$ cat config.mk
export PLATFORM = sky130hd
export DESIGN_NAME = ngram_language_classifier_top
export DESIGN_NICKNAME = d
export VERILOG_FILES = /design/src/rtl/nlc_pkg.sv /design/src/rtl/nlc_front.sv /design/src/rtl/nlc_queue.sv /design/src/rtl/nlc_back.sv /design/src/rtl/ngram_language_classifier_top.sv
export SDC_FILE = /design/constraint.sdc
export NUM_CORES = 2
export LEC_CHECK = 0
export BUFFER_PORTS_ARGS = -buffer_cell sky130_fd_sc_hd__buf_2
export CELL_PAD_IN_SITES_DETAIL_PLACEMENT = 0
export CELL_PAD_IN_SITES_GLOBAL_PLACEMENT = 1
export CORE_UTILIZATION = 54
export CTS_BUF_LIST = sky130_fd_sc_hd__clkbuf_8
export DETAILED_ROUTE_END_ITERATION = 10
export GPL_ROUTABILITY_DRIVEN = 0
export GPL_TIMING_DRIVEN = 0
export PLACE_DENSITY = 0.9
export SYNTH_ARGS = -nofsm -noshare
export SYNTH_HDL_FRONTEND = slang
export SYNTH_SLANG_ARGS = --single-unit
$ cat constraint.sdc
create_clock -name clk_i -period 11.1 [get_ports clk_i]
set_input_delay 3.33 -clock clk_i [delete_from_list [all_inputs] [get_ports clk_i]]
set_output_delay 3.33 -clock clk_i [all_outputs]
set_load 0.005 [all_outputs]
$ cat src/rtl/nlc_pkg.sv
`timescale 1ns / 1ps
// Shared types and constants of the n-gram language classifier.
// Holds the n-gram patterns, the language profiles and the back-end state type.
package nlc_pkg;

  localparam int NGRAMS      = 10;
  localparam int NUM_CNT     = 2 * NGRAMS;
  localparam int IDX_W       = $clog2(NUM_CNT);
  localparam int DIST_W      = 38;
  localparam int PROF_W      = 9;
  localparam int QUEUE_DEPTH = 2;

  // bigrams: th he in er an en ch de ei te
  localparam logic [7:0] BI_A [NGRAMS] = '{"t", "h", "i", "e", "a", "e", "c", "d", "e", "t"};
  localparam logic [7:0] BI_B [NGRAMS] = '{"h", "e", "n", "r", "n", "n", "h", "e", "i", "e"};

  // trigrams: the and ing ent ion der sch ich nde die
  localparam logic [7:0] TRI_A [NGRAMS] = '{"t", "a", "i", "e", "i", "d", "s", "i", "n", "d"};
  localparam logic [7:0] TRI_B [NGRAMS] = '{"h", "n", "n", "n", "o", "e", "c", "c", "d", "i"};
  localparam logic [7:0] TRI_C [NGRAMS] = '{"e", "d", "g", "t", "n", "r", "h", "h", "e", "e"};

  // Profiles in hundredths, bigrams first, then trigrams.
  localparam logic [PROF_W-1:0] ENG_PROF [NUM_CNT] = '{
    9'd271, 9'd233, 9'd203, 9'd178, 9'd161, 9'd113, 9'd1, 9'd1, 9'd1, 9'd1,
    9'd181, 9'd73,  9'd72,  9'd42,  9'd42,  9'd1,   9'd1, 9'd1, 9'd1, 9'd1
  };
  localparam logic [PROF_W-1:0] GER_PROF [NUM_CNT] = '{
    9'd1,   9'd89,  9'd171, 9'd390, 9'd107, 9'd361, 9'd236, 9'd231, 9'd198, 9'd198,
    9'd1,   9'd1,   9'd1,   9'd1,   9'd1,   9'd104, 9'd76,  9'd75,  9'd72,  9'd62
  };

  typedef enum logic [1:0] {
    BK_IDLE,
    BK_RUN,
    BK_DRAIN
  } back_state_e;

endpackage

$ cat src/rtl/nlc_front.sv
`timescale 1ns / 1ps
// Front end: takes text bytes, tracks the last two bytes and the n-gram counters.
// Depends on nlc_pkg for patterns and counter layout.
module nlc_front import nlc_pkg::*; #(
  parameter int COUNT_BITS = 10
) (
  input  logic                                  clk_i,
  input  logic                                  rst_ni,
  input  logic                                  accept_i,
  input  logic [7:0]                            text_byte_i,
  input  logic                                  last_i,
  output logic                                  push_o,
  output logic [NUM_CNT-1:0][COUNT_BITS-1:0]    push_data_o
);

  logic [7:0]                         prev1_q, prev1_d;
  logic [7:0]                         prev2_q, prev2_d;
  logic [NUM_CNT-1:0][COUNT_BITS-1:0] cnt_q, cnt_d, cnt_upd;
  logic [NUM_CNT-1:0]                 hit;

  always_comb begin
    for (int i = 0; i < NGRAMS; i++) begin
      hit[i] = (prev1_q == BI_A[i]) && (text_byte_i == BI_B[i]);
      hit[NGRAMS + i] = (prev2_q == TRI_A[i]) && (prev1_q == TRI_B[i]) &&
                        (text_byte_i == TRI_C[i]);
    end
    for (int i = 0; i < NUM_CNT; i++) begin
      cnt_upd[i] = cnt_q[i];
      // saturate at the top of the range
      if (hit[i] && !(&cnt_q[i])) begin
        cnt_upd[i] = cnt_q[i] + 1'b1;
      end
    end
  end

  always_comb begin
    prev1_d = prev1_q;
    prev2_d = prev2_q;
    cnt_d   = cnt_q;
    if (accept_i) begin
      if (last_i) begin
        // start a fresh text after the final byte
        prev1_d = '0;
        prev2_d = '0;
        cnt_d   = '0;
      end else begin
        prev1_d = text_byte_i;
        prev2_d = prev1_q;
        cnt_d   = cnt_upd;
      end
    end
  end

  assign push_o      = accept_i && last_i;
  assign push_data_o = cnt_upd;

  always_ff @(posedge clk_i or negedge rst_ni) begin
    if (!rst_ni) begin
      prev1_q <= '0;
      prev2_q <= '0;
      cnt_q   <= '0;
    end else begin
      prev1_q <= prev1_d;
      prev2_q <= prev2_d;
      cnt_q   <= cnt_d;
    end
  end

endmodule

$ cat src/rtl/nlc_queue.sv
`timescale 1ns / 1ps
// Short queue of counter snapshots between front and back end.
// Depends on nlc_pkg for the default depth, QUEUE_DEPTH.
module nlc_queue import nlc_pkg::*; #(
  parameter int Width = 200,
  parameter int Depth = QUEUE_DEPTH
) (
  input  logic             clk_i,
  input  logic             rst_ni,
  input  logic             push_i,
  input  logic [Width-1:0] push_data_i,
  input  logic             pop_i,
  output logic [Width-1:0] head_o,
  output logic             full_o,
  output logic             not_empty_o
);

  localparam int PTR_W = (Depth > 1) ? $clog2(Depth) : 1;
  localparam int CNT_W = $clog2(Depth + 1);

  logic [Width-1:0] mem_q [Depth];
  logic [PTR_W-1:0] wr_ptr_q, wr_ptr_d;
  logic [PTR_W-1:0] rd_ptr_q, rd_ptr_d;
  logic [CNT_W-1:0] fill_q, fill_d;

  function automatic logic [PTR_W-1:0] ptr_inc(input logic [PTR_W-1:0] p);
    if (p == PTR_W'(Depth - 1)) begin
      return '0;
    end
    return p + 1'b1;
  endfunction

  always_comb begin
    wr_ptr_d = wr_ptr_q;
    rd_ptr_d = rd_ptr_q;
    fill_d   = fill_q;
    if (push_i) begin
      wr_ptr_d = ptr_inc(wr_ptr_q);
    end
    if (pop_i) begin
      rd_ptr_d = ptr_inc(rd_ptr_q);
    end
    unique case ({push_i, pop_i})
      2'b10:   fill_d = fill_q + 1'b1;
      2'b01:   fill_d = fill_q - 1'b1;
      default: fill_d = fill_q;
    endcase
  end

  assign head_o      = mem_q[rd_ptr_q];
  assign full_o      = (fill_q == CNT_W'(Depth));
  assign not_empty_o = (fill_q != '0);

  always_ff @(posedge clk_i) begin
    if (push_i) begin
      mem_q[wr_ptr_q] <= push_data_i;
    end
  end

  always_ff @(posedge clk_i or negedge rst_ni) begin
    if (!rst_ni) begin
      wr_ptr_q <= '0;
      rd_ptr_q <= '0;
      fill_q   <= '0;
    end else begin
      wr_ptr_q <= wr_ptr_d;
      rd_ptr_q <= rd_ptr_d;
      fill_q   <= fill_d;
    end
  end

endmodule

$ cat src/rtl/nlc_back.sv
`timescale 1ns / 1ps
// Back end: walks the twenty counters of one snapshot and sums squared distances.
// Depends on nlc_pkg for profiles, widths and the state type.
module nlc_back import nlc_pkg::*; #(
  parameter int COUNT_BITS = 10
) (
  input  logic                               clk_i,
  input  logic                               rst_ni,
  input  logic                               not_empty_i,
  input  logic [NUM_CNT-1:0][COUNT_BITS-1:0] head_i,
  output logic                               pop_o,
  output logic                               done_o,
  output logic                               is_german_o,
  output logic [DIST_W-1:0]                  dist_english_sq_o,
  output logic [DIST_W-1:0]                  dist_german_sq_o
);

  localparam int D_W   = COUNT_BITS + 7;
  localparam int SQ_W  = 2 * D_W;
  localparam int SUM_W = SQ_W + 5;
  localparam int ACC_W = (SUM_W > DIST_W) ? SUM_W : DIST_W;

  back_state_e       state_q, state_d;
  logic [IDX_W-1:0]  idx_q, idx_d;
  logic              issue;
  logic              s1_v_q, s2_v_q;
  logic [D_W-1:0]    scaled, prof_e, prof_g, ad_e, ad_g;
  logic [D_W-1:0]    ad_e_q, ad_g_q;
  logic [SQ_W-1:0]   sq_e_q, sq_g_q;
  logic [ACC_W-1:0]  acc_e_q, acc_e_d, acc_g_q, acc_g_d;
  logic              clear_acc;
  logic              done_d;

  // stage 0: scale the selected count and take absolute differences
  always_comb begin
    scaled = D_W'(head_i[idx_q]) * D_W'(100);
    prof_e = D_W'(ENG_PROF[idx_q]);
    prof_g = D_W'(GER_PROF[idx_q]);
    ad_e   = (scaled >= prof_e) ? (scaled - prof_e) : (prof_e - scaled);
    ad_g   = (scaled >= prof_g) ? (scaled - prof_g) : (prof_g - scaled);
  end

  always_comb begin
    state_d   = state_q;
    idx_d     = idx_q;
    issue     = 1'b0;
    clear_acc = 1'b0;
    pop_o     = 1'b0;
    done_d    = 1'b0;
    unique case (state_q)
      BK_IDLE: begin
        if (not_empty_i) begin
          clear_acc = 1'b1;
          idx_d     = '0;
          state_d   = BK_RUN;
        end
      end
      BK_RUN: begin
        issue = 1'b1;
        idx_d = idx_q + 1'b1;
        if (idx_q == IDX_W'(NUM_CNT - 1)) begin
          state_d = BK_DRAIN;
        end
      end
      BK_DRAIN: begin
        // sums are final once the pipeline is empty
        if (!s1_v_q && !s2_v_q) begin
          done_d  = 1'b1;
          pop_o   = 1'b1;
          state_d = BK_IDLE;
        end
      end
      default: state_d = BK_IDLE;
    endcase
  end

  always_comb begin
    acc_e_d = acc_e_q;
    acc_g_d = acc_g_q;
    if (clear_acc) begin
      acc_e_d = '0;
      acc_g_d = '0;
    end else if (s2_v_q) begin
      acc_e_d = acc_e_q + ACC_W'(sq_e_q);
      acc_g_d = acc_g_q + ACC_W'(sq_g_q);
    end
  end

  always_ff @(posedge clk_i) begin
    ad_e_q  <= ad_e;
    ad_g_q  <= ad_g;
    sq_e_q  <= ad_e_q * ad_e_q;
    sq_g_q  <= ad_g_q * ad_g_q;
    acc_e_q <= acc_e_d;
    acc_g_q <= acc_g_d;
    if (done_d) begin
      is_german_o       <= !(acc_e_q < acc_g_q);
      dist_english_sq_o <= acc_e_q[DIST_W-1:0];
      dist_german_sq_o  <= acc_g_q[DIST_W-1:0];
    end
  end

  always_ff @(posedge clk_i or negedge rst_ni) begin
    if (!rst_ni) begin
      state_q <= BK_IDLE;
      idx_q   <= '0;
      s1_v_q  <= 1'b0;
      s2_v_q  <= 1'b0;
      done_o  <= 1'b0;
    end else begin
      state_q <= state_d;
      idx_q   <= idx_d;
      s1_v_q  <= issue;
      s2_v_q  <= s1_v_q;
      done_o  <= done_d;
    end
  end

endmodule

$ cat src/rtl/ngram_language_classifier_top.sv
`timescale 1ns / 1ps
// N-gram language classifier, English versus German, top level.
// Throughput: one text byte per cycle while busy is low; the back end takes one
// text at a time and walks its twenty counters one per cycle through the squarer.
// busy rises while the snapshot queue holds two texts.
// Reset clears counters, previous bytes and the queue; done_o is a one-cycle strobe.
module ngram_language_classifier_top import nlc_pkg::*; #(
  parameter int COUNT_BITS = 10
) (
  input  logic              clk_i,
  input  logic              rst_ni,
  input  logic              start,
  output logic              busy,
  input  logic [7:0]        text_byte_i,
  input  logic              last_i,
  output logic              done_o,
  output logic              is_german_o,
  output logic [DIST_W-1:0] dist_english_sq_o,
  output logic [DIST_W-1:0] dist_german_sq_o
);

  localparam int SNAP_W = NUM_CNT * COUNT_BITS;

  logic                               accept;
  logic                               push;
  logic [NUM_CNT-1:0][COUNT_BITS-1:0] push_data;
  logic [NUM_CNT-1:0][COUNT_BITS-1:0] head;
  logic                               pop;
  logic                               full;
  logic                               not_empty;

  // A transfer happens whenever start is high and the snapshot queue has room.
  assign busy   = full;
  assign accept = start && !busy;

  // Front end: count n-grams, push a counter snapshot on the final byte.
  nlc_front #(
    .COUNT_BITS (COUNT_BITS)
  ) u_front (
    .clk_i       (clk_i),
    .rst_ni      (rst_ni),
    .accept_i    (accept),
    .text_byte_i (text_byte_i),
    .last_i      (last_i),
    .push_o      (push),
    .push_data_o (push_data)
  );

  // Hold finished texts until the back end is free.
  nlc_queue #(
    .Width (SNAP_W),
    .Depth (QUEUE_DEPTH)
  ) u_queue (
    .clk_i       (clk_i),
    .rst_ni      (rst_ni),
    .push_i      (push),
    .push_data_i (push_data),
    .pop_i       (pop),
    .head_o      (head),
    .full_o      (full),
    .not_empty_o (not_empty)
  );

  // Back end: sum squared distances and strobe out the verdict.
  nlc_back #(
    .COUNT_BITS (COUNT_BITS)
  ) u_back (
    .clk_i             (clk_i),
    .rst_ni            (rst_ni),
    .not_empty_i       (not_empty),
    .head_i            (head),
    .pop_o             (pop),
    .done_o            (done_o),
    .is_german_o       (is_german_o),
    .dist_english_sq_o (dist_english_sq_o),
    .dist_german_sq_o  (dist_german_sq_o)
  );

endmodule
* Word-level counts from Yosys, hierarchy flattened *
Memories as Yosys holds them, arrays and structs flattened.
Index checks and enable logic that the tools add are counted.

operators by class
  add/sub/neg operators = 31
  multipliers = 3
  $lt $le $gt $ge = 5
  equal/unequal tests = 33
  multiplexer cells = 53
  bitwise gates (word level) = 1
  reduce and logical (&&, ||, !) cells = 103

operators by type and width
  operator                 number
  $mux W10                 21
  $add A10 B1 Y10 const B  20
  $mux W200                1
  $reduce_and A10 Y1       20
  $eq A8 B7 Y1 const B     24
  $add A39 B34 Y39         2
  $mul A17 B17 Y34         2
  $logic_and A1 B1 Y1      53
  $bmux W10 S5             1
  $lt A39 B39 Y1           1
  $mux W9                  4
  $ge A17 B9 Y1            2
  $mux W17                 2
  $sub A17 B9 Y17          2
  $sub A9 B17 Y17          2
  $logic_not A1 Y1         24
  $mux W8                  2
  $mul A10 B5 Y15 const B  1
  $mux W1                  15
  $pmux W5 S2              1
  $eq A2 B2 Y1 const B     3
  $ge A6 B6 Y1 const B     1
  $lt A5 B6 Y1 const B     1
  $mux W2                  3
  other kinds (16)         21

storage, ports and cells
  register bits after elaboration = 487
  RAM bits = 400
  memory bits (read-only) = 576
  output and inout bits = 79
  word-level logic and storage cells = 271
  memories = 3

memories
  name              words  bits a word  read ports  clocked after memory_dff  write ports  line             source
  u_queue.mem_q     2      200          1           0                         1            nlc_queue.sv:21  logic [Width-1:0] mem_q [Depth];
  (name not given)  32     9            1           0                         0            nlc_back.sv:37   prof_e = D_W'(ENG_PROF[idx_q]);
  (name not given)  32     9            1           0                         0            nlc_back.sv:38   prof_g = D_W'(GER_PROF[idx_q]);

* Logic depth before layout (Yosys ltp) *
  word-level depth = 6
  mapped depth = 24
  gate-level depth less buffers = 22

* Modules after synthesis *
From an unflattened synthesis, not the netlist that was laid out.

second synthesis, totals
  cell total of the unflattened synthesis = 6020
  area total of the unflattened synthesis = 63400.8 sq um

modules (own cells, without submodules)
  module                         times used  cells each  area an instance (sq um)
  nlc_back                       1           3501        32889.0
  nlc_front                      1           1880        15806.4
  nlc_queue                      1           638         14691.6
  ngram_language_classifier_top  1           1           13.8

* Least setup slack after synthesis *
No wires, ideal clock.

  path type = input port to flip-flop
  from = input port last_i
  to = memory u_queue.mem_q[0][0] (enable)
  data arrival time = 12230 ps
  required time = 10336 ps
  slack = -1894 ps
  cell stages on the path = 4
  path buffers = 2
  cells stage by stage = clkbuf_1 > clkbuf_1 > nand2_1 > nor2_1

between the ends
  word-level cells in the longest chain between the ends = 3

RTL lines
  what                           line                                 source
  from (decl)                    ngram_language_classifier_top.sv:15  input logic last_i,
  $logic_and A1 B1 Y1            nlc_front.sv:54                      assign push_o = accept_i && last_i;
  $mux W1                        nlc_queue.sv:55                      if (push_i) begin
  $mux W1 (not written as such)  nlc_queue.sv:56                      mem_q[wr_ptr_q] <= push_data_i;
  to (decl)                      nlc_queue.sv:21

Every way passes these cells.

* Worst setup path in the final report *
  from = register u_back.idx_q[0]
  to = register u_back.ad_g_q[2]

between the ends
  word-level cells in the longest chain between the ends = 6
  elaborated cells between the ends (all ways) = 11

RTL lines
  what                                                     line             source
  from (decl)                                              nlc_back.sv:24   logic [IDX_W-1:0] idx_q, idx_d;
  from (signal assigned)                                   nlc_back.sv:112  idx_q <= idx_d;
  branches (longest 5 deep; another with $sub A9 B17 Y17)  -
  $mux W17 *                                               nlc_back.sv:40   ad_g = (scaled >= prof_g) ? (scaled - prof_g) : (prof_g - scaled);
  net u_back.ad_g[2]                                       nlc_back.sv:27   logic [D_W-1:0] scaled, prof_e, prof_g, ad_e, ad_g;
  to (signal assigned)                                     nlc_back.sv:91   ad_g_q <= ad_g;
  to (decl)                                                nlc_back.sv:28   logic [D_W-1:0] ad_e_q, ad_g_q;

Mark *: on every way through the listed nets, which the timed path passes. The select of a mux whose other input is x is not followed.
A chain may end at the register's enable or synchronous reset.

==> results by group <==
Run status
  • Status: complete, no violations

Critical path
  • Setup slack, reg-to-reg: 3.01 ns
  • CP Max Fanout: 10
  • Reg-to-reg endpoint: u_back.ad_g_q[2]
  • Startpoint Class: flip-flop
  • Nature of the critical path endpoint: flip-flop
  • Worst-case reg-to-reg path depth: 21
  • Worst r2r src: u_back.idx_q[0]
  • Worst EP required: 11.76 ns
  • Crit Path Category: reg2reg
  • Critical Path AT: 8.76 ns

Die
  • Die X: 337 µm
  • Area of the core: 111,000 µm²
  • Area of the die: 114,000 µm²
  • Cell row count: 122
  • Ports: 91
  • DIE HEIGHT: 337 µm
  • Initial Util: 0.547

Final layout
  • Fin nets: 6,724
  • Post-Layout Cell Count: 7,520
  • Layout cells sized above 1: 0.0884
  • # fillers: 9,337
  • Most common cell after layout, fill and taps aside: inv_1
  • Commonest non-fill, non-tap cells in the layout: 727 x inv_1, 529 x nand2_1, 477 x edfxtp_1
  • Multi-input gate area in the final layout: 33,700 µm²
  • Register Area: 23,600 µm²
  • Final instance area: 66,400 µm²
  • Area Overhead vs Synth: 9.26%

Timing
  • Worst Tran Pin Value: 1.45 ns
  • Final max-slew violation count: 0
  • Final worst slack: 3.01 ns
  • Final period util: 0.729
  • Final count of hold timing violations: 0
  • Final Skew: 0.0439 ns
  • Setup violators final: 0
  • RSZ-0062 raised after global routing: no
  • Max-slew headroom at the worst pin: 0.0314
  • Fmax: 0.124 GHz
  • Minimum clock period: 8.09 ns

CTS
  • Total CTS buffers: 144
  • PostCTS Resize Cnt: 0
  • Post-CTS Hold Fix Bufs: 0
  • CTS root buf: clkbuf_8
  • CTS Buffer Depth: 3
  • Worst skew pair latency: 0.85 ns
  • Total setup buffers inserted after CTS: 0
  • Clk sinks: 885
  • # H-tree levels: 4
  • CTS tree: yes
  • Clock transition at path regs: 0.06 ns

Hold path
  • Hold path start: u_back.s1_v_q
  • Hold Crit Depth: 0
  • Hold EP: u_back.s2_v_q
  • Hold Crit Class: reg2reg

Place
  • Hpwl dp: 118,000 µm
  • Dpl cell area: 63,500 µm²
  • Placed cell count: 7,249
  • Buffers on Ports: 89
  • DP Worst Slack: 3.04 ns

Detailed routing
  • Routed vias/inst: 5.82
  • Final wirelength: 156,000 µm
  • DRC: 0
  • Via count: 43,783
  • Routed Antenna Nets: 0
  • DR WL/cell: 20.7 µm
  • DRT iter0 DRCs: 3,734
  • DRT Pass-1 Iters: 5

GRT
  • Most used routing layer in global routing: met2
  • Initial antenna violation count: 5
  • Met1 usage: 0.350
  • First-pass GRT wire length: 243,000 µm
  • Met3 Usage GRT: 0.0441
  • Largest net degree at the start of global routing: 84
  • Overflow after GRT: 0
  • Total GRT Usage: 0.277
  • Met2 usage: 0.473
  • Vias in the first global route: 43,691

Synthesis
  • Average cell area after synthesis: 10.8 µm²
  • Gate Count Post-Synth: 5,653
  • Mapped Nets: 6,470
  • Top FF cell, synth: edfxtp_1
  • Seq/Total Area, Yosys: 0.389
  • Synth Warn #: 0
  • Mapped cell area: 60,800 µm²
  • Async set-reset flop share out of synthesis: 0.260
  • FF+latch count, synth: 885
  • EDFF count, synth: 477
  • Library cells used by synthesis: 94

Flow run
  • Max-Cap Viols: 0
-- state kept, by name (all words and copies together) (netlist names), 8 cells and up --
| register | count |
|---|---|
| u_back.acc_e_q | 39 |
| u_back.acc_g_q | 39 |
| u_back.ad_e_q | 17 |
| u_back.ad_g_q | 17 |
| u_back.dist_english_sq_o | 38 |
| u_back.dist_german_sq_o | 38 |
| u_back.sq_e_q | 33 |
| u_back.sq_g_q | 33 |
| u_front.cnt_q | 200 |
| u_front.prev1_q | 8 |
| u_front.prev2_q | 8 |
| u_queue.mem_q | 400 |
-- worst max-delay path: stages (launching register included) --
cell,delay (ns)
dfrtp_1,0.39
clkbuf_1,0.29
buf_1,0.63
clkbuf_1,0.82
mux4_2,0.46
mux4_2,0.51
mux2i_1,0.28
o22a_1,0.35
inv_1,0.20
ha_1,0.32
ha_1,0.29
ha_1,0.34
fa_1,0.51
a21o_1,0.19
a21oi_1,0.17
xnor2_1,0.26
or3_1,0.48
nor4_2,0.39
nand4b_2,0.23
buf_6,0.20
nor2b_1,0.14
xnor2_1,0.44
-- through the flow --
step                      utilization  hold WS (ns)  setup TNS (ns)
final                           0.598         0.418               0
after global routing            0.598         0.431               0
after CTS                       0.597         0.421               0
after detailed placement        0.571         0.411               0
after global placement          0.568         0.388         -556.47
after floorplan                     -         0.376               0
-- routing by layer --
metal  vias to the layer above  routed length [µm]
met5                         -                  12
met4                         2                6580
met3                       353               11800
met2                      1731               75900
met1                     21631               61500
li1                      20066                   -
-- cells by family after synthesis --
| group | synth area share |
|---|---|
| AOI/OAI and AO/OA | 0.0925 |
| adders and majority gates | 0.214 |
| buffers and inverters | 0.0573 |
| muxes | 0.0747 |
| xor gates and xnor gates | 0.0485 |
| DFF | 0.389 |
| and+or+nand+nor | 0.124 |
-- cells in the mapped netlist (178+ instances only) --
library cell | count | area (µm²)
a21oi_1 | 216 | 1080
clkbuf_1 | 202 | 758
dfrtp_1 | 230 | 5760
dfxtp_1 | 178 | 3560
edfxtp_1 | 477 | 14300
fa_1 | 387 | 7750
ha_1 | 418 | 5230
inv_1 | 674 | 2530
nand2_1 | 529 | 1990
nor2_1 | 299 | 1120
o21ai_0 | 250 | 1250
xnor2_1 | 201 | 1760
-- worst max path at each step --
stage,from,endpoint,slack (ns),cells past startpoint
final,u_back.idx_q[0],u_back.ad_g_q[2],3.01,21
after global routing,u_back.idx_q[0],u_back.ad_g_q[2],2.58,21
after CTS,u_back.idx_q[0],u_back.ad_g_q[2],3.01,21
after detailed placement,u_back.idx_q[0],u_back.ad_g_q[2],3.04,21
after global placement,start,u_queue.mem_q[0][133],-1.96,5
after floorplan,last_i,u_queue.mem_q[0][0],1.49,4
-- layout make-up --
class	instances	share of cell area
inverters	676	0.0382
repair buffers	108	0.0123
plain buffers	243	0.0142
flip-flops and latches	885	0.356
clock inverters	108	0.0105
well taps	1488	0.0280
multi-input cells	3849	0.507
clock buffers	162	0.0336
diodes	1	0.0000377
Power is left out: the tool's default activity adds up to more than one toggle a clock period on the data nets, which glitch-free logic cannot reach.
